--- config.mk ---
export PLATFORM = sky130hd
export DESIGN_NAME = touch_four_point_calibrate_map_core
export DESIGN_NICKNAME = d
export VERILOG_FILES = /design/src/hw/rtl/tfpc_pkg.sv /design/src/hw/rtl/tfpc_muldiv.sv /design/src/hw/rtl/touch_four_point_calibrate_map_core.sv
export SDC_FILE = /design/constraint.sdc
export NUM_CORES = 1
export LEC_CHECK = 0
export BUFFER_PORTS_ARGS = -buffer_cell sky130_fd_sc_hd__buf_2
export CORE_MARGIN = 2
export CORE_UTILIZATION = 50
export CTS_BUF_LIST = sky130_fd_sc_hd__clkbuf_8
export DETAILED_ROUTE_END_ITERATION = 6
export PLACE_DENSITY = 0.68
export SLEW_MARGIN = 40
export SYNTH_ARGS = -nofsm -noshare
export SYNTH_HDL_FRONTEND = slang
export SYNTH_SLANG_ARGS = --single-unit
export TNS_END_PERCENT = 30
--- constraint.sdc ---
create_clock -name clk_i -period 7.4 [get_ports clk_i]
set_clock_uncertainty 0.05 [all_clocks]
set_input_delay 1.48 -clock clk_i [delete_from_list [all_inputs] [get_ports clk_i]]
set_output_delay 1.48 -clock clk_i [all_outputs]
set_load 0.05 [all_outputs]
--- src/hw/rtl/tfpc_pkg.sv ---
// Shared types, codes and widths of the touch calibration and mapping block.
// No dependencies; imported by every module of the block.
package tfpc_pkg;

  // Width of configuration registers and raw readings.
  localparam int unsigned RegW = 12;
  // Width of the offset, span and multiplicand operand.
  localparam int unsigned OpAW = 16;
  // Width of the serial multiplier operand (one bit per cycle).
  localparam int unsigned OpBW = 12;
  // Width of a product and of a dividend.
  localparam int unsigned ProdW = OpAW + OpBW;
  // Default resolution of the touch controller.
  localparam int unsigned AdcBitsDefault = 12;

  // Result status codes.
  typedef enum logic [2:0] {
    ST_CONTINUE = 3'd0,
    ST_CAL_OK   = 3'd1,
    ST_CAL_FAIL = 3'd2,
    ST_CONVERT  = 3'd3,
    ST_REJECT   = 3'd4
  } status_e;

  // Event commands.
  typedef enum logic [1:0] {
    CMD_START   = 2'd0,
    CMD_PRESS   = 2'd1,
    CMD_RELEASE = 2'd2,
    CMD_CONVERT = 2'd3
  } cmd_e;

  // Configuration register indexes.
  typedef enum logic [2:0] {
    REG_TOL    = 3'd0,
    REG_LEFT   = 3'd1,
    REG_RIGHT  = 3'd2,
    REG_TOP    = 3'd3,
    REG_BOTTOM = 3'd4,
    REG_WIDTH  = 3'd5,
    REG_HEIGHT = 3'd6
  } reg_idx_e;

  // Operation of the shared serial arithmetic unit.
  typedef enum logic {
    OP_MUL = 1'b0,
    OP_DIV = 1'b1
  } op_e;

  // Request to the serial arithmetic unit.
  typedef struct packed {
    logic start;
    op_e  op;
  } mdreq_t;

  // Sequencer states.
  typedef enum logic [3:0] {
    S_IDLE,
    S_EMIT,
    S_CHECK,
    S_M1,
    S_M2,
    S_ODIV,
    S_SPM,
    S_SPD,
    S_VM,
    S_VD
  } state_e;

endpackage

--- src/hw/rtl/tfpc_muldiv.sv ---
// Shared bit-serial arithmetic unit: shift-add multiply and restoring divide.
// Depends on tfpc_pkg for widths and the request type.
module tfpc_muldiv (
  input  logic                         clk_i,
  input  logic                         rst_ni,
  input  tfpc_pkg::mdreq_t             req_i,
  input  logic [tfpc_pkg::OpAW-1:0]    a_i,
  input  logic [tfpc_pkg::OpBW-1:0]    b_i,
  input  logic [tfpc_pkg::ProdW-1:0]   n_i,
  input  logic [tfpc_pkg::OpAW-1:0]    c_i,
  output logic                         done_o,
  output logic [tfpc_pkg::ProdW-1:0]   res_o
);
  import tfpc_pkg::*;

  localparam int unsigned CntW = $clog2(ProdW + 1);

  logic [ProdW-1:0] acc_q, acc_d;
  logic [OpBW-1:0]  mb_q, mb_d;
  logic [OpAW-1:0]  ma_q, ma_d;
  logic [OpAW-1:0]  rem_q, rem_d;
  logic [CntW-1:0]  cnt_q, cnt_d;
  logic             busy_q, busy_d;
  logic             done_q, done_d;
  op_e              op_q, op_d;

  logic [OpAW:0]    rem_sh;
  logic [OpAW:0]    rem_sub;
  logic             fits;

  // One quotient bit per cycle: shift the next dividend bit into the remainder.
  assign rem_sh  = {rem_q, acc_q[ProdW-1]};
  assign rem_sub = rem_sh - {1'b0, ma_q};
  assign fits    = rem_sh >= {1'b0, ma_q};

  always_comb begin
    acc_d  = acc_q;
    mb_d   = mb_q;
    ma_d   = ma_q;
    rem_d  = rem_q;
    cnt_d  = cnt_q;
    busy_d = busy_q;
    op_d   = op_q;
    done_d = 1'b0;
    if (req_i.start) begin
      busy_d = 1'b1;
      op_d   = req_i.op;
      rem_d  = '0;
      mb_d   = b_i;
      if (req_i.op == OP_MUL) begin
        acc_d = '0;
        ma_d  = a_i;
        cnt_d = CntW'(OpBW);
      end else begin
        acc_d = n_i;
        ma_d  = c_i;
        cnt_d = CntW'(ProdW);
      end
    end else if (busy_q) begin
      // Multiply takes one multiplier bit per cycle, MSB first.
      if (op_q == OP_MUL) begin
        acc_d = {acc_q[ProdW-2:0], 1'b0} + (mb_q[OpBW-1] ? ProdW'(ma_q) : '0);
        mb_d  = {mb_q[OpBW-2:0], 1'b0};
      end else begin
        if (fits) begin
          rem_d = rem_sub[OpAW-1:0];
          acc_d = {acc_q[ProdW-2:0], 1'b1};
        end else begin
          rem_d = rem_sh[OpAW-1:0];
          acc_d = {acc_q[ProdW-2:0], 1'b0};
        end
      end
      cnt_d = cnt_q - 1'b1;
      if (cnt_q == CntW'(1)) begin
        busy_d = 1'b0;
        done_d = 1'b1;
      end
    end
  end

  always_ff @(posedge clk_i or negedge rst_ni) begin
    if (!rst_ni) begin
      busy_q <= 1'b0;
      done_q <= 1'b0;
      cnt_q  <= '0;
      op_q   <= OP_MUL;
    end else begin
      busy_q <= busy_d;
      done_q <= done_d;
      cnt_q  <= cnt_d;
      op_q   <= op_d;
    end
  end

  // Datapath registers need no reset.
  always_ff @(posedge clk_i) begin
    acc_q <= acc_d;
    mb_q  <= mb_d;
    ma_q  <= ma_d;
    rem_q <= rem_d;
  end

  assign done_o = done_q;
  assign res_o  = acc_q;

endmodule

--- src/hw/rtl/touch_four_point_calibrate_map_core.sv ---
// Touch calibration and raw-to-pixel mapping core: sequencer, state and output register.
// Depends on tfpc_pkg and tfpc_muldiv.
//
// The core takes one touch event at a time and returns one result item for it. The
// shared bit-serial unit works one bit per cycle. Start, press, release and rejected
// converts go straight to the emit state; a final release first passes the check
// state, and one that fails the checks then goes to emit. A convert that maps runs
// two multiplies and two divides. A final release that passes the checks solves
// both axes with up to three multiplies and two divides each. A stalled result holds
// the core in its emit state until the output register takes it. A new event is
// taken only when the previous one is done; configuration is written through a plain
// write port; the user must write it only while idle, the core does not enforce it.
module touch_four_point_calibrate_map_core #(
  parameter int unsigned ADC_BITS = tfpc_pkg::AdcBitsDefault
) (
  input  logic                        clk_i,
  input  logic                        rst_ni,
  input  logic                        cfg_we_i,
  input  logic [2:0]                  cfg_idx_i,
  input  logic [tfpc_pkg::RegW-1:0]   cfg_wdata_i,
  input  logic                        in_valid_i,
  output logic                        in_stall_o,
  input  logic [1:0]                  cmd_i,
  input  logic [tfpc_pkg::RegW-1:0]   raw_x_i,
  input  logic [tfpc_pkg::RegW-1:0]   raw_y_i,
  output logic                        out_valid_o,
  input  logic                        out_stall_i,
  output logic [2:0]                  status_o,
  output logic [tfpc_pkg::RegW-1:0]   screen_x_o,
  output logic [tfpc_pkg::RegW-1:0]   screen_y_o,
  output logic                        is_calibrated_o
);
  import tfpc_pkg::*;

  localparam int unsigned MaskBits = (ADC_BITS > RegW) ? RegW : ADC_BITS;
  localparam logic [RegW-1:0] RawMask = RegW'((32'd1 << MaskBits) - 32'd1);

  // Configuration registers.
  logic [RegW-1:0] tol_q, left_q, right_q, top_q, bottom_q, width_q, height_q;

  always_ff @(posedge clk_i or negedge rst_ni) begin
    if (!rst_ni) begin
      tol_q    <= RegW'(50);
      left_q   <= RegW'(20);
      right_q  <= RegW'(300);
      top_q    <= RegW'(20);
      bottom_q <= RegW'(220);
      width_q  <= RegW'(320);
      height_q <= RegW'(240);
    end else if (cfg_we_i) begin
      case (reg_idx_e'(cfg_idx_i))
        REG_TOL:    tol_q    <= cfg_wdata_i;
        REG_LEFT:   left_q   <= cfg_wdata_i;
        REG_RIGHT:  right_q  <= cfg_wdata_i;
        REG_TOP:    top_q    <= cfg_wdata_i;
        REG_BOTTOM: bottom_q <= cfg_wdata_i;
        REG_WIDTH:  width_q  <= cfg_wdata_i;
        REG_HEIGHT: height_q <= cfg_wdata_i;
        default: ;
      endcase
    end
  end

  // Sequencer and calibration state.
  state_e           state_q, state_d;
  logic             first_q, first_d;
  logic             axis_q, axis_d;
  logic [3:0]       step_q, step_d;
  logic             cal_q, cal_d;
  logic [OpAW-1:0]  xoff_q, xoff_d, xspan_q, xspan_d, yoff_q, yoff_d, yspan_q, yspan_d;
  logic [RegW-1:0]  px_q [4];
  logic [RegW-1:0]  py_q [4];
  logic             pwe;
  logic [1:0]       pidx;
  logic [RegW-1:0]  rx_q, ry_q, rx_d, ry_d;
  logic [ProdW-1:0] t1_q, t1_d, num_q, num_d;
  status_e          rst_q, rst_d;
  logic [RegW-1:0]  rsx_q, rsx_d, rsy_q, rsy_d;
  logic             out_load;
  logic             accept;

  // Arithmetic unit link.
  mdreq_t           md_req;
  logic [OpAW-1:0]  md_a, md_c;
  logic [OpBW-1:0]  md_b;
  logic [ProdW-1:0] md_n, md_res;
  logic             md_done;

  tfpc_muldiv u_muldiv (
    .clk_i  (clk_i),
    .rst_ni (rst_ni),
    .req_i  (md_req),
    .a_i    (md_a),
    .b_i    (md_b),
    .n_i    (md_n),
    .c_i    (md_c),
    .done_o (md_done),
    .res_o  (md_res)
  );

  // Pair checks and averages of the stored corner readings.
  logic [RegW:0]   sxl, sxr, syt, syb;
  logic [RegW-1:0] xl, xr, yt, yb;
  logic [RegW-1:0] dx0, dx1, dy0, dy1;
  logic            pairs_ok, targets_ok;

  assign dx0 = (px_q[0] > px_q[2]) ? px_q[0] - px_q[2] : px_q[2] - px_q[0];
  assign dx1 = (px_q[1] > px_q[3]) ? px_q[1] - px_q[3] : px_q[3] - px_q[1];
  assign dy0 = (py_q[0] > py_q[1]) ? py_q[0] - py_q[1] : py_q[1] - py_q[0];
  assign dy1 = (py_q[2] > py_q[3]) ? py_q[2] - py_q[3] : py_q[3] - py_q[2];
  assign pairs_ok = (dx0 <= tol_q) && (dx1 <= tol_q) && (dy0 <= tol_q) && (dy1 <= tol_q);
  assign targets_ok = (right_q > left_q) && (left_q != '0) &&
                      (bottom_q > top_q) && (top_q != '0);

  assign sxl = {1'b0, px_q[0]} + {1'b0, px_q[2]};
  assign sxr = {1'b0, px_q[1]} + {1'b0, px_q[3]};
  assign syt = {1'b0, py_q[0]} + {1'b0, py_q[1]};
  assign syb = {1'b0, py_q[2]} + {1'b0, py_q[3]};
  assign xl  = sxl[RegW:1];
  assign xr  = sxr[RegW:1];
  assign yt  = syt[RegW:1];
  assign yb  = syb[RegW:1];

  // Per-axis operand selection.
  logic [RegW-1:0] a_lo, a_hi, a_plo, a_phi, a_size, a_raw;
  logic [OpAW-1:0] a_off, a_span, lo_ext;

  assign a_lo   = axis_q ? yt : xl;
  assign a_hi   = axis_q ? yb : xr;
  assign a_plo  = axis_q ? top_q : left_q;
  assign a_phi  = axis_q ? bottom_q : right_q;
  assign a_size = axis_q ? height_q : width_q;
  assign a_raw  = axis_q ? ry_q : rx_q;
  assign a_off  = axis_q ? yoff_q : xoff_q;
  assign a_span = axis_q ? yspan_q : xspan_q;
  assign lo_ext = OpAW'(a_lo);

  logic [OpAW-1:0] res_sat16;
  logic [RegW-1:0] res_sat12;
  assign res_sat16 = (md_res[ProdW-1:OpAW] != '0) ? '1 : md_res[OpAW-1:0];
  assign res_sat12 = (md_res[ProdW-1:RegW] != '0) ? '1 : md_res[RegW-1:0];

  logic [RegW-1:0] rxm, rym;
  assign rxm = raw_x_i & RawMask;
  assign rym = raw_y_i & RawMask;

  assign accept     = in_valid_i && (state_q == S_IDLE);
  assign in_stall_o = (state_q != S_IDLE);

  // Next state, datapath updates and arithmetic requests.
  always_comb begin
    state_d  = state_q;
    axis_d   = axis_q;
    step_d   = step_q;
    cal_d    = cal_q;
    xoff_d   = xoff_q;
    xspan_d  = xspan_q;
    yoff_d   = yoff_q;
    yspan_d  = yspan_q;
    rx_d     = rx_q;
    ry_d     = ry_q;
    t1_d     = t1_q;
    num_d    = num_q;
    rst_d    = rst_q;
    rsx_d    = rsx_q;
    rsy_d    = rsy_q;
    pwe      = 1'b0;
    pidx     = step_q[2:1];
    out_load = 1'b0;
    md_req   = '{start: 1'b0, op: OP_MUL};
    md_a     = '0;
    md_b     = '0;
    md_n     = num_q;
    md_c     = '0;

    unique case (state_q)
      S_IDLE: begin
        if (accept) begin
          rx_d    = rxm;
          ry_d    = rym;
          rst_d   = ST_CONTINUE;
          rsx_d   = '0;
          rsy_d   = '0;
          state_d = S_EMIT;
          unique case (cmd_e'(cmd_i))
            CMD_START: step_d = 4'd1;
            CMD_PRESS: begin
              if (step_q[0] && step_q <= 4'd7) begin
                pwe    = 1'b1;
                step_d = step_q + 4'd1;
              end
            end
            CMD_RELEASE: begin
              if (!step_q[0] && step_q >= 4'd2 && step_q <= 4'd6) begin
                step_d = step_q + 4'd1;
              end else if (step_q == 4'd8) begin
                step_d  = 4'd0;
                state_d = S_CHECK;
              end
            end
            CMD_CONVERT: begin
              if (OpAW'(rxm) <= xoff_q || xspan_q == '0 ||
                  OpAW'(rym) <= yoff_q || yspan_q == '0) begin
                rst_d = ST_REJECT;
              end else begin
                axis_d  = 1'b0;
                state_d = S_VM;
              end
            end
            default: ;
          endcase
        end
      end
      S_CHECK: begin
        if (pairs_ok && targets_ok) begin
          axis_d  = 1'b0;
          state_d = S_M1;
        end else begin
          rst_d   = ST_CAL_FAIL;
          state_d = S_EMIT;
        end
      end
      // p_hi * lo
      S_M1: begin
        md_req = '{start: first_q, op: OP_MUL};
        md_a   = lo_ext;
        md_b   = OpBW'(a_phi);
        if (md_done) begin
          t1_d    = md_res;
          state_d = S_M2;
        end
      end
      // p_lo * hi, then the signed difference decides the offset path.
      S_M2: begin
        md_req = '{start: first_q, op: OP_MUL};
        md_a   = OpAW'(a_hi);
        md_b   = OpBW'(a_plo);
        if (md_done) begin
          if (md_res >= t1_q) begin
            if (axis_q) yoff_d = '0;
            else        xoff_d = '0;
            state_d = S_SPM;
          end else begin
            num_d   = t1_q - md_res;
            state_d = S_ODIV;
          end
        end
      end
      S_ODIV: begin
        md_req = '{start: first_q, op: OP_DIV};
        md_n   = num_q;
        md_c   = OpAW'(a_phi - a_plo);
        if (md_done) begin
          if (axis_q) yoff_d = res_sat16;
          else        xoff_d = res_sat16;
          state_d = S_SPM;
        end
      end
      // (lo - offset) * size, or a zero span when lo is not above the offset.
      S_SPM: begin
        md_a = lo_ext - a_off;
        md_b = OpBW'(a_size);
        if (lo_ext <= a_off) begin
          if (axis_q) yspan_d = '0;
          else        xspan_d = '0;
          if (axis_q) begin
            cal_d   = 1'b1;
            rst_d   = ST_CAL_OK;
            state_d = S_EMIT;
          end else begin
            axis_d  = 1'b1;
            state_d = S_M1;
          end
        end else begin
          md_req = '{start: first_q, op: OP_MUL};
          if (md_done) begin
            num_d   = md_res;
            state_d = S_SPD;
          end
        end
      end
      S_SPD: begin
        md_req = '{start: first_q, op: OP_DIV};
        md_n   = num_q;
        md_c   = OpAW'(a_plo);
        if (md_done) begin
          if (axis_q) yspan_d = res_sat16;
          else        xspan_d = res_sat16;
          if (axis_q) begin
            cal_d   = 1'b1;
            rst_d   = ST_CAL_OK;
            state_d = S_EMIT;
          end else begin
            axis_d  = 1'b1;
            state_d = S_M1;
          end
        end
      end
      // Convert: (raw - offset) * size / span, saturated to 12 bits.
      S_VM: begin
        md_req = '{start: first_q, op: OP_MUL};
        md_a   = OpAW'(a_raw) - a_off;
        md_b   = OpBW'(a_size);
        if (md_done) begin
          num_d   = md_res;
          state_d = S_VD;
        end
      end
      S_VD: begin
        md_req = '{start: first_q, op: OP_DIV};
        md_n   = num_q;
        md_c   = a_span;
        if (md_done) begin
          if (axis_q) begin
            rsy_d   = res_sat12;
            rst_d   = ST_CONVERT;
            state_d = S_EMIT;
          end else begin
            rsx_d   = res_sat12;
            axis_d  = 1'b1;
            state_d = S_VM;
          end
        end
      end
      S_EMIT: begin
        if (!out_valid_o || !out_stall_i) begin
          out_load = 1'b1;
          state_d  = S_IDLE;
        end
      end
      default: state_d = S_IDLE;
    endcase
  end

  assign first_d = (state_d != state_q);

  always_ff @(posedge clk_i or negedge rst_ni) begin
    if (!rst_ni) begin
      state_q <= S_IDLE;
      first_q <= 1'b0;
      axis_q  <= 1'b0;
      step_q  <= 4'd0;
      cal_q   <= 1'b0;
      xoff_q  <= '1;
      xspan_q <= '0;
      yoff_q  <= '0;
      yspan_q <= '0;
    end else begin
      state_q <= state_d;
      first_q <= first_d;
      axis_q  <= axis_d;
      step_q  <= step_d;
      cal_q   <= cal_d;
      xoff_q  <= xoff_d;
      xspan_q <= xspan_d;
      yoff_q  <= yoff_d;
      yspan_q <= yspan_d;
    end
  end

  // Corner readings and working registers.
  always_ff @(posedge clk_i) begin
    if (pwe) begin
      px_q[pidx] <= rxm;
      py_q[pidx] <= rym;
    end
    rx_q  <= rx_d;
    ry_q  <= ry_d;
    t1_q  <= t1_d;
    num_q <= num_d;
    rst_q <= rst_d;
    rsx_q <= rsx_d;
    rsy_q <= rsy_d;
  end

  // Output register.
  logic            ov_q;
  logic [2:0]      ost_q;
  logic [RegW-1:0] osx_q, osy_q;
  logic            ocal_q;

  always_ff @(posedge clk_i or negedge rst_ni) begin
    if (!rst_ni) begin
      ov_q <= 1'b0;
    end else if (out_load) begin
      ov_q <= 1'b1;
    end else if (!out_stall_i) begin
      ov_q <= 1'b0;
    end
  end

  always_ff @(posedge clk_i) begin
    if (out_load) begin
      ost_q  <= rst_q;
      osx_q  <= rsx_q;
      osy_q  <= rsy_q;
      ocal_q <= cal_q;
    end
  end

  assign out_valid_o     = ov_q;
  assign status_o        = ost_q;
  assign screen_x_o      = osx_q;
  assign screen_y_o      = osy_q;
  assign is_calibrated_o = ocal_q;

endmodule

=== Yosys cells after proc, flatten, opt, wreduce, memory -nomap -nowiden ===
Memories as Yosys holds them, arrays and structs flattened.
Cells that the tools add are included.

* Register bits: 375
* Memory bits (writable): 96
* Input bits: 46
* Output and inout port bits: 30
* Logic and storage cells: 308
* Memories kept: 2

{| class="wikitable"
|+ Memories
! memory !! words !! bits a word !! rd ports !! clocked after Yosys merged registers in !! write ports !! line !! RTL
|-
| px_q || 4 || 12 || 4 || 0 || 1 || touch_four_point_calibrate_map_core.sv:71 || <nowiki>logic [RegW-1:0] px_q [4];</nowiki>
|-
| py_q || 4 || 12 || 4 || 0 || 1 || touch_four_point_calibrate_map_core.sv:72 || <nowiki>logic [RegW-1:0] py_q [4];</nowiki>
|}

* Add/sub/neg operators: 20
* $lt $le $gt $ge: 18
* Eq/ne operators: 49
* Mux-type cells: 121
* Reduce and logical (&&, ||, !) cells: 62

{| class="wikitable"
|+ Operators with widths
! operator !! number
|-
| 2-to-1 mux 16 bit || 18
|-
| 2-to-1 mux 12 bit || 19
|-
| 2-to-1 mux 28 bit || 8
|-
| one-hot mux 16 bit (2 select lines) || 4
|-
| subtractor 12 bit || 8
|-
| one-hot mux 28 bit (3 select lines) || 1
|-
| greater-than comparator 12 bit || 6
|-
| one-hot mux 16 bit (4 select lines) || 1
|-
| 2-to-1 mux 4 bit || 15
|-
| adder 12 x 12 -> 13 bit || 4
|-
| <= comparator 12 bit || 4
|-
| <= comparator 12 x 16 -> 1 bit || 3
|-
| one-hot mux 12 bit (2 select lines) || 2
|-
| one-hot mux 16 bit (3 select lines) || 1
|-
| != test 2 bit (second input constant) || 20
|-
| one-hot mux 4 bit (10 select lines) || 1
|-
| one-hot mux 12 bit (3 select lines) || 1
|-
| nonzero test 12 bit || 3
|-
| logical NOT 16 bit || 2
|-
| subtractor 12 x 16 -> 16 bit || 2
|-
| adder 28 x 16 -> 28 bit || 1
|-
| >= comparator 28 bit || 1
|-
| subtractor 28 bit || 1
|-
| 2-to-1 mux 3 bit || 9
|-
| other kinds (48) || 135
|}

=== Logic depth before layout (Yosys ltp) ===
Gate-level depths: netlist of run 1.
An unclocked memory read counts as a cell.

* Word-level depth: 11
* Gate-level depth with buffers: 23
* Depth with buffers taken out: 23

=== By module ===
Synthesis of run 1 repeated with hierarchy kept, for this count alone.

* Cells, all modules: 3,364
* Area total of the unflattened synthesis: 33,130.5 um^2

{| class="wikitable"
|+ Modules (own cells, without submodules)
! module !! times used !! cells an instance !! area an instance (um^2) !! sequential area each (um^2)
|-
| touch_four_point_calibrate_map_core || 1 || 2,784 || 27,647.8 || 10,988.0
|-
| tfpc_muldiv || 1 || 580 || 5,482.8 || 2,202.1
|}

=== Worst setup path before layout of run 1 ===
Ideal clock, no wire load.

* Kind: flip-flop to flip-flop
* From: register axis_q
* To: register u_muldiv.mb_q[0], enable pin
* Setup time: 0.416 ns
* Arrival: 5.293 ns
* Data required time: 6.934 ns
* Setup slack: 1.641 ns
* Stages on the path, launching flop included: 20
* Path buffers: 7
* Clock period less this slack: 5.759 ns
* Cells stage by stage: dfrtp_1 -> buf_2 -> buf_2 -> buf_1 -> clkbuf_1 -> clkbuf_1 -> buf_2 -> nand2_1 -> o21ai_0 -> ha_1 -> inv_1 -> fa_1 -> a211o_1 -> a2111oi_2 -> nor3_1 -> o211ai_2 -> a21oi_1 -> a211oi_4 -> clkbuf_1 -> o21ai_0

* Cells in the longest elaborated chain, start to end: 6
* Elaborated cells on any way between the ends: 8
* Those cells by class: order compare (1); eq/ne (1); mux (4); reduce/logical (2)

{| class="wikitable"
|+ RTL lines
! item !! line !! RTL
|-
| start: declaration || touch_four_point_calibrate_map_core.sv:67 || <nowiki>logic axis_q, axis_d;</nowiki>
|-
| start signal: assignment || touch_four_point_calibrate_map_core.sv:351 || <nowiki>axis_q <= axis_d;</nowiki>
|-
| 2-to-1 mux 12 bit or 2-to-1 mux 16 bit (tied branches) || touch_four_point_calibrate_map_core.sv:128, touch_four_point_calibrate_map_core.sv:134 ||
|-
| <= comparator 12 x 16 -> 1 bit * || touch_four_point_calibrate_map_core.sv:263 || <nowiki>if (lo_ext <= a_off) begin</nowiki>
|-
| 2-to-1 mux 2 bit * || touch_four_point_calibrate_map_core.sv:263 ||
|-
| one-hot mux 2 bit (3 select lines) * || touch_four_point_calibrate_map_core.sv:176 || <nowiki>unique case (state_q)</nowiki>
|-
| != test 2 bit (no line) or nonzero test 2 bit (tied branches) || - ||
|-
| AND reduction 2 bit (no line) * || - ||
|-
| end signal: assignment || tfpc_muldiv.sv:98 || <nowiki>mb_q <= mb_d;</nowiki>
|-
| end: declaration || tfpc_muldiv.sv:19 || <nowiki>logic [OpBW-1:0] mb_q, mb_d;</nowiki>
|}

Every way passes the cells marked *; elsewhere a longest branch is shown, timed or not.
A chain may end at the register's enable or synchronous reset.

==> flow_summary.ini, run 1 <==
[layout]
fill_cells = 5741
fin_cells = 4356
area_growth_pct = 10.1
final_cell_mix = ha_1, inv_1, o21ai_0, edfxtp_1, nand2_1
finalNetCount = 3832
register_area_mm2 = 0.0132
final_area_mm2 = 0.0361
multi_input_area_mm2 = 0.0181
final_common_cell = ha_1
drive_gt1_share_pct = 12.9

[placed_design]
gp_congestion = 0.962
portBuffers = 75
placedCellCount = 4191
post_dp_cell_area_mm2 = 0.0342
dp_hpwl_mm = 70.9

[drt]
wl_mm = 94.3
drt_pass1_iterations = 6
first_iter_violations = 2925
vias_per_cell = 6.02
via_count = 26200
ant_nets = 0
post_drt_wl_per_cell_um = 21.6
drc_errors = 0

[timing]
slew_violations = 0
fin_setup_tns_ns = 0
tightest_slew_ns = 0.906
finalCritPeriodShare_pct = 84.3
timing.fmax_ghz = 0.160
timing.final.crit_period_ns = 6.24
timing_hold_violations_final = 0
maxSlewHeadroom_pct = 39.1
setup_violations = 0
rsz0062_at_grt = no

[global_routing]
grt_pass1_wl_mm = 144
grt_max_degree = 102
grt-ovfl-total = 0
antenna_found_initial = 1
grt_pass1_vias = 24800
grt_usage_pct = 27.6

[setup_path]
path_cells = ha_1 -> inv_1 -> fa_1 -> o21ba_1 -> nor2_1 -> or3_4 -> a2111oi_4 -> o41ai_1 -> a2111oi_2 -> nor4_1 -> ha_1 -> nand4_1 -> o311a_1 -> o211ai_2 -> a21oi_1 -> a211oi_4 -> clkinv_2 -> o21ai_0
crit_top_cell = ha_1
r2r-end = u_muldiv.res_o[10]
worstSetupPathType = flop to flop
arrival_ns = 6.69
crit_path_max_fanout = 41
reg2reg_slack_ns = 1.16
rr_startpoint = px_q[2][0]
worst_r2r_path_depth = 18
cp.required_ns = 7.85
critical_path_buf_inv_count = 2
cp_slowest_cell = clkinv_2
start_kind = flop
setup.worst_path.end_class = flop
max_stage_delay_ns = 0.71
crit_family = compound AO/OA/AOI/OAI gates

[die]
die_h_um = 260
start_util_pct = 50.7
rows = 93
fp.dieArea_mm2 = 0.0677
coreArea_mm2 = 0.0647
die_x_um = 260
io_pins = 76

[worst_hold_path]
hold_class = flop to flop
hp-start = rsx_q[2]
hold_depth = 0
min_to = screen_x_o[2]

[pwr]
combPwrFrac_pct = 29.2
p_leak_uw = 0.0150
pwr-share-clk_pct = 32.6
power.share.sequential_pct = 38.3
power_density_mw_per_mm2 = 232
max-vdd-ir-drop_uv = 157
p_int_uw = 5500
power_switching_uw = 2860
switching_share_pct = 34.2

[clocking]
cts.path.max_buffers = 3
htreeDepth = 3
cts_resized = 0
cts-buffers-inserted = 86
worstSkewPairLatency_ns = 0.70
cts_tree = yes
postCtsSetupBuffers = 0
cts_root_buf = clkbuf_8
path_clk_slew_ns = 0.07
postCtsHoldBufs = 0
cts_sinks = 471

[logic_synthesis]
ys_types = 97
synth_nets = 3764
synthCells = 3360
synthesis.area_mm2 = 0.0328
async_flop_share_pct = 35.7
yosysWarnings = 0
seq_area_frac_synth_pct = 40.2
avgSynthCellArea_um2 = 9.77
synth-seq-cells = 471
synth_ff_type = edfxtp_1
synth-edff-count = 287

[job]
maxCapViolCount = 0

[outcome]
status = finished, final reports clean
==> synthesized netlist by cell type, drive strengths merged, types with 9 or more instances <==
cell	count	area, um2
o211ai	28	215
nand2b	44	275
buf	35	161
a22o	11	96.3
o21bai	34	255
nor3	66	335
a21o	51	383
nor4	32	200
mux2	111	1250
clkbuf	97	364
a2111oi	10	139
dfrtp	130	3250
nor2	174	656
dfxtp	16	320
xor2	44	385
edfxtp	287	8620
and3	17	106
o31ai	39	293
and2	33	206
a211oi	41	325
mux2i	77	771
nand3	52	260
nand4	39	244
o21a	23	173
ha	340	4250
a31oi	28	175
a311oi	10	87.6
o22ai	29	188
or3	19	124
dfstp	38	998
o41ai	14	123
xnor2	118	1030
o21ai	306	1540
o31a	9	78.8
a221oi	16	140
inv	298	1120
a21oi	220	1110
nor2b	34	213
nand2	255	960
fa	18	360
nor3b	10	75.1
==> cell type report <==
class | count | area share [%]
Timing Repair Buffer | 112 | 2.00
Antenna cell | 1 | 0.00692
Inverter | 298 | 3.10
Tap cell | 855 | 2.96
Clock inverter | 58 | 1.34
Multi-Input combinational cell | 2459 | 50.2
Clock buffer | 102 | 3.88
Sequential cell | 471 | 36.5
==> through the flow <==
step           worst slack [ns]  utilization (%)  power, uW  hold slack, ns
2_1_floorplan              1.64                -       4890           0.350
3_5_place_dp               1.25             52.8       5600           0.355
3_3_place_gp               1.25             52.7       5580           0.351
4_1_cts                    1.16             55.7       8350           0.367
5_1_grt                   0.649             55.9       8740           0.370
6_report                   1.16             55.9       8370           0.362
==> flip-flops by register name (all words and copies together), names as in the netlist, 16 cells and up <==
register        cells
t1_q               28
px_q               48
u_muldiv.res_o     28
u_muldiv.rem_q     16
xoff_q             16
py_q               48
u_muldiv.ma_q      16
yoff_q             16
xspan_q            16
yspan_q            16
md_n               28
==> layer usage <==
layer	vias up	wire length, um	track usage (%)
met5	-	0	0
met2	1018	41300	42.1
met3	184	7370	5.33
met4	0	3290	9.49
met1	12600	42300	39.3
li1	12400	-	-
==> power by group through the flow <==
stage	clock, uW	sequential [uW]	combinational (uW)
finish	2730	3200	2440
global route	2890	3220	2640
CTS	2780	3200	2370
detailed placement	0	3240	2360
global placement	0	3240	2340
floorplan	0	3240	1650
==> worst max path at each step <==
stage                           from  slack [ns]  cells after the start            endpoint
after floorplan               axis_q        1.64                     19    u_muldiv.mb_q[0]
after global placement    px_q[2][0]        1.25                     19    u_muldiv.mb_q[4]
final                     px_q[2][0]        1.16                     18  u_muldiv.res_o[10]
after global routing      px_q[0][0]        0.65                     22             first_q
after detailed placement  px_q[0][0]        1.25                     22             first_q
after CTS                 px_q[0][0]        1.16                     22             first_q
==> cell families after synthesis <==
| kind of cell | count (synthesis) | share of synthesized area [%] |
|---|---|---|
| DFF | 471 | 40.2 |
| AOI/OAI and AO/OA | 940 | 18.3 |
| buffers and inverters | 430 | 5.01 |
| adders and majority gates | 358 | 14.1 |
| xor gates and xnor gates | 162 | 4.32 |
| muxes | 188 | 6.15 |
| and+or+nand+nor | 811 | 12.0 |
No activity file was read; power rests on OpenSTA's default activity.
==> run 2, diff against run 1 <==
Clock period 7.4 ns to 6.2 ns, I/O delays scaled along.
==> run 2 against run 1 <==
  * The run now ends with DRC left
  * Sequential power up 19%
  * Via count rose by 0.33%
  * First-iteration DRC count fell by 7.2%
  * Clock power increased by 11%
  * Sequential share of layout area barely moved
  * Wire length up 0.84%
  * Design area barely moved
  * Combinational power is 21% higher
  * Utilization about the same
  * Hold slack got worse by 0.0063 ns
  * Final cell count up 0.53%
  * Non-clock buffer count is 25 higher
  * Critical endpoint is now first_q
  * Largest power group unchanged
  * Highest routed layer unchanged
==> flow_summary.ini, run 2 (synthesized netlist as in run 1, its figures left out) <==
[outcome]
violations = DRC
status = complete, but fails checks

[clocking]
path_clk_slew_ns = 0.06
postCtsSetupBuffers = 0
cts-buffers-inserted = 84
cts.path.max_buffers = 3
cts_root_buf = clkbuf_8
cts_sinks = 471
cts_tree = yes
worstSkewPairLatency_ns = 0.71
postCtsHoldBufs = 0
htreeDepth = 3

[timing]
worst_hold_slack_ns = 0.356
maxSlewHeadroom_pct = 39.6
tightest_slew_ns = 0.902
rsz0062_at_grt = no
fin_setup_tns_ns = 0
timing_hold_violations_final = 0
setup_violations = 0
finalCritPeriodShare_pct = 95.7
timing.fmax_ghz = 0.169
timing.final.crit_period_ns = 5.93
slew_violations = 0

[layout]
fill_cells = 5840
drive_gt1_share_pct = 13.3
final_area_mm2 = 0.0361
finalNetCount = 3855
final_cell_mix = ha_1, inv_1, o21ai_0, edfxtp_1, nand2_1
final_common_cell = ha_1
largest_registers = px_q x48, py_q x48
area_growth_pct = 10.1

[drt]
wl_mm = 95.1
post_drt_wl_per_cell_um = 21.7
ant_nets = 0
drc_errors = 9
first_iter_violations = 2714
vias_per_cell = 6.01
via_count = 26300
drt_pass1_iterations = 7

[setup_path]
start_kind = flop
worstSetupPathType = flop to flop
setup.worst_path.end_class = flop
critical_path_buf_inv_count = 2
max_stage_delay_ns = 0.57
path_cells = inv_1 -> ha_1 -> inv_1 -> fa_1 -> a211oi_1 -> o211ai_1 -> and2_1 -> a41oi_2 -> o21ai_1 -> a31o_1 -> a311oi_2 -> nor4_1 -> a2111oi_1 -> ha_1 -> a21oi_1 -> o21ai_0 -> o31ai_2 -> o211ai_1 -> nor3_2 -> nor3_1 -> nand2b_1 -> a221o_1
cp.required_ns = 6.74
arrival_ns = 6.47
cp_slowest_cell = a2111oi_1
crit_path_max_fanout = 4
crit_family = compound AO/OA/AOI/OAI gates

[die]
die_x_um = 260
coreArea_mm2 = 0.0647
io_pins = 76
die_h_um = 260
rows = 93
start_util_pct = 50.7
fp.dieArea_mm2 = 0.0677

[pwr]
pwr-share-clk_pct = 31.0
p_int_uw = 6340
combPwrFrac_pct = 30.1
power_switching_uw = 3460
power_density_mw_per_mm2 = 271
max-vdd-ir-drop_uv = 192
switching_share_pct = 35.3
power.share.sequential_pct = 38.9
p_leak_uw = 0.0150

[placed_design]
gp_congestion = 0.942
post_dp_cell_area_mm2 = 0.0344
portBuffers = 75
dp_hpwl_mm = 71.7

[global_routing]
grt-ovfl-total = 0
grt_max_degree = 62
antenna_found_initial = 1
grt_pass1_wl_mm = 145
grt_pass1_vias = 24700
grt_usage_pct = 27.8

[worst_hold_path]
hold_class = flop to flop

[job]
maxCapViolCount = 0
run 2: cell type report:
class | count | area (um2) | share of cell area [%]
repair buffers | 137 | 911 | 2.52
flip-flops and latches | 471 | 13200 | 36.5
inverters | 298 | 1120 | 3.09
multi-input cells | 2459 | 18100 | 50.2
clock buffers | 91 | 1250 | 3.46
clock inverters | 67 | 468 | 1.29
well taps | 855 | 1070 | 2.96
diodes | 1 | 2.50 | 0.00692
run 2: worst reg2reg max path: stages, from the launching register on:
cell	delay, ns
edfxtp_1	0.41
inv_1	0.08
ha_1	0.13
inv_1	0.06
fa_1	0.42
a211oi_1	0.28
o211ai_1	0.18
and2_1	0.21
a41oi_2	0.25
o21ai_1	0.12
a31o_1	0.26
a311oi_2	0.39
nor4_1	0.13
a2111oi_1	0.57
ha_1	0.37
a21oi_1	0.21
o21ai_0	0.14
o31ai_2	0.42
o211ai_1	0.27
nor3_2	0.31
nor3_1	0.12
nand2b_1	0.16
a221o_1	0.30
run 2: routing by layer:
layer	share of wire, %	global-route usage, %
met2	44	43.0
met1	45	39.4
met5	0	0
met3	8.4	5.19
met4	2.9	8.70
run 2: what timing repair did:
action | 4_1_cts | 5_1_grt
gates resized for setup | 1 | 2
setup endpoints to repair | 1 | 1
pin swaps | 0 | 1
run 2: final timing paths:
kind / start / to / slack (ns) / cells past startpoint
max: px_q[0][0] / first_q / 0.27 / 22
min: rsy_q[0] / screen_y_o[0] / 0.36 / 0
max reg2reg: px_q[0][0] / first_q / 0.27 / 22
min reg2reg: rsy_q[0] / screen_y_o[0] / 0.36 / 0
max in group asynchronous: rst_ni / xoff_q[10] / 4.84 / 2
min in group asynchronous: rst_ni / left_q[6] / 0.37 / 1
run 2: stage by stage:
stage | setup slack, ns | util [%] | cells | total power [uW]
floorplan | 0.441 | - | 3360 | 5840
global placement | 0.299 | 52.9 | 4212 | 6690
detailed placement | 0.0478 | 53.1 | 4219 | 6730
CTS | 0.138 | 55.8 | 4377 | 9780
global route | 0.0145 | 55.9 | 4379 | 10300
finish | 0.267 | 55.9 | 4379 | 9790
run 2: power groups by stage:
| stage | Combinational, uW | Clock (uW) | Sequential, uW |
|---|---|---|---|
| 5_1_grt | 3190 | 3240 | 3840 |
| 3_5_place_dp | 2860 | 0 | 3870 |
| 2_1_floorplan | 1980 | 0 | 3860 |
| 4_1_cts | 2890 | 3090 | 3810 |
| 6_report | 2950 | 3030 | 3810 |
| 3_3_place_gp | 2820 | 0 | 3860 |
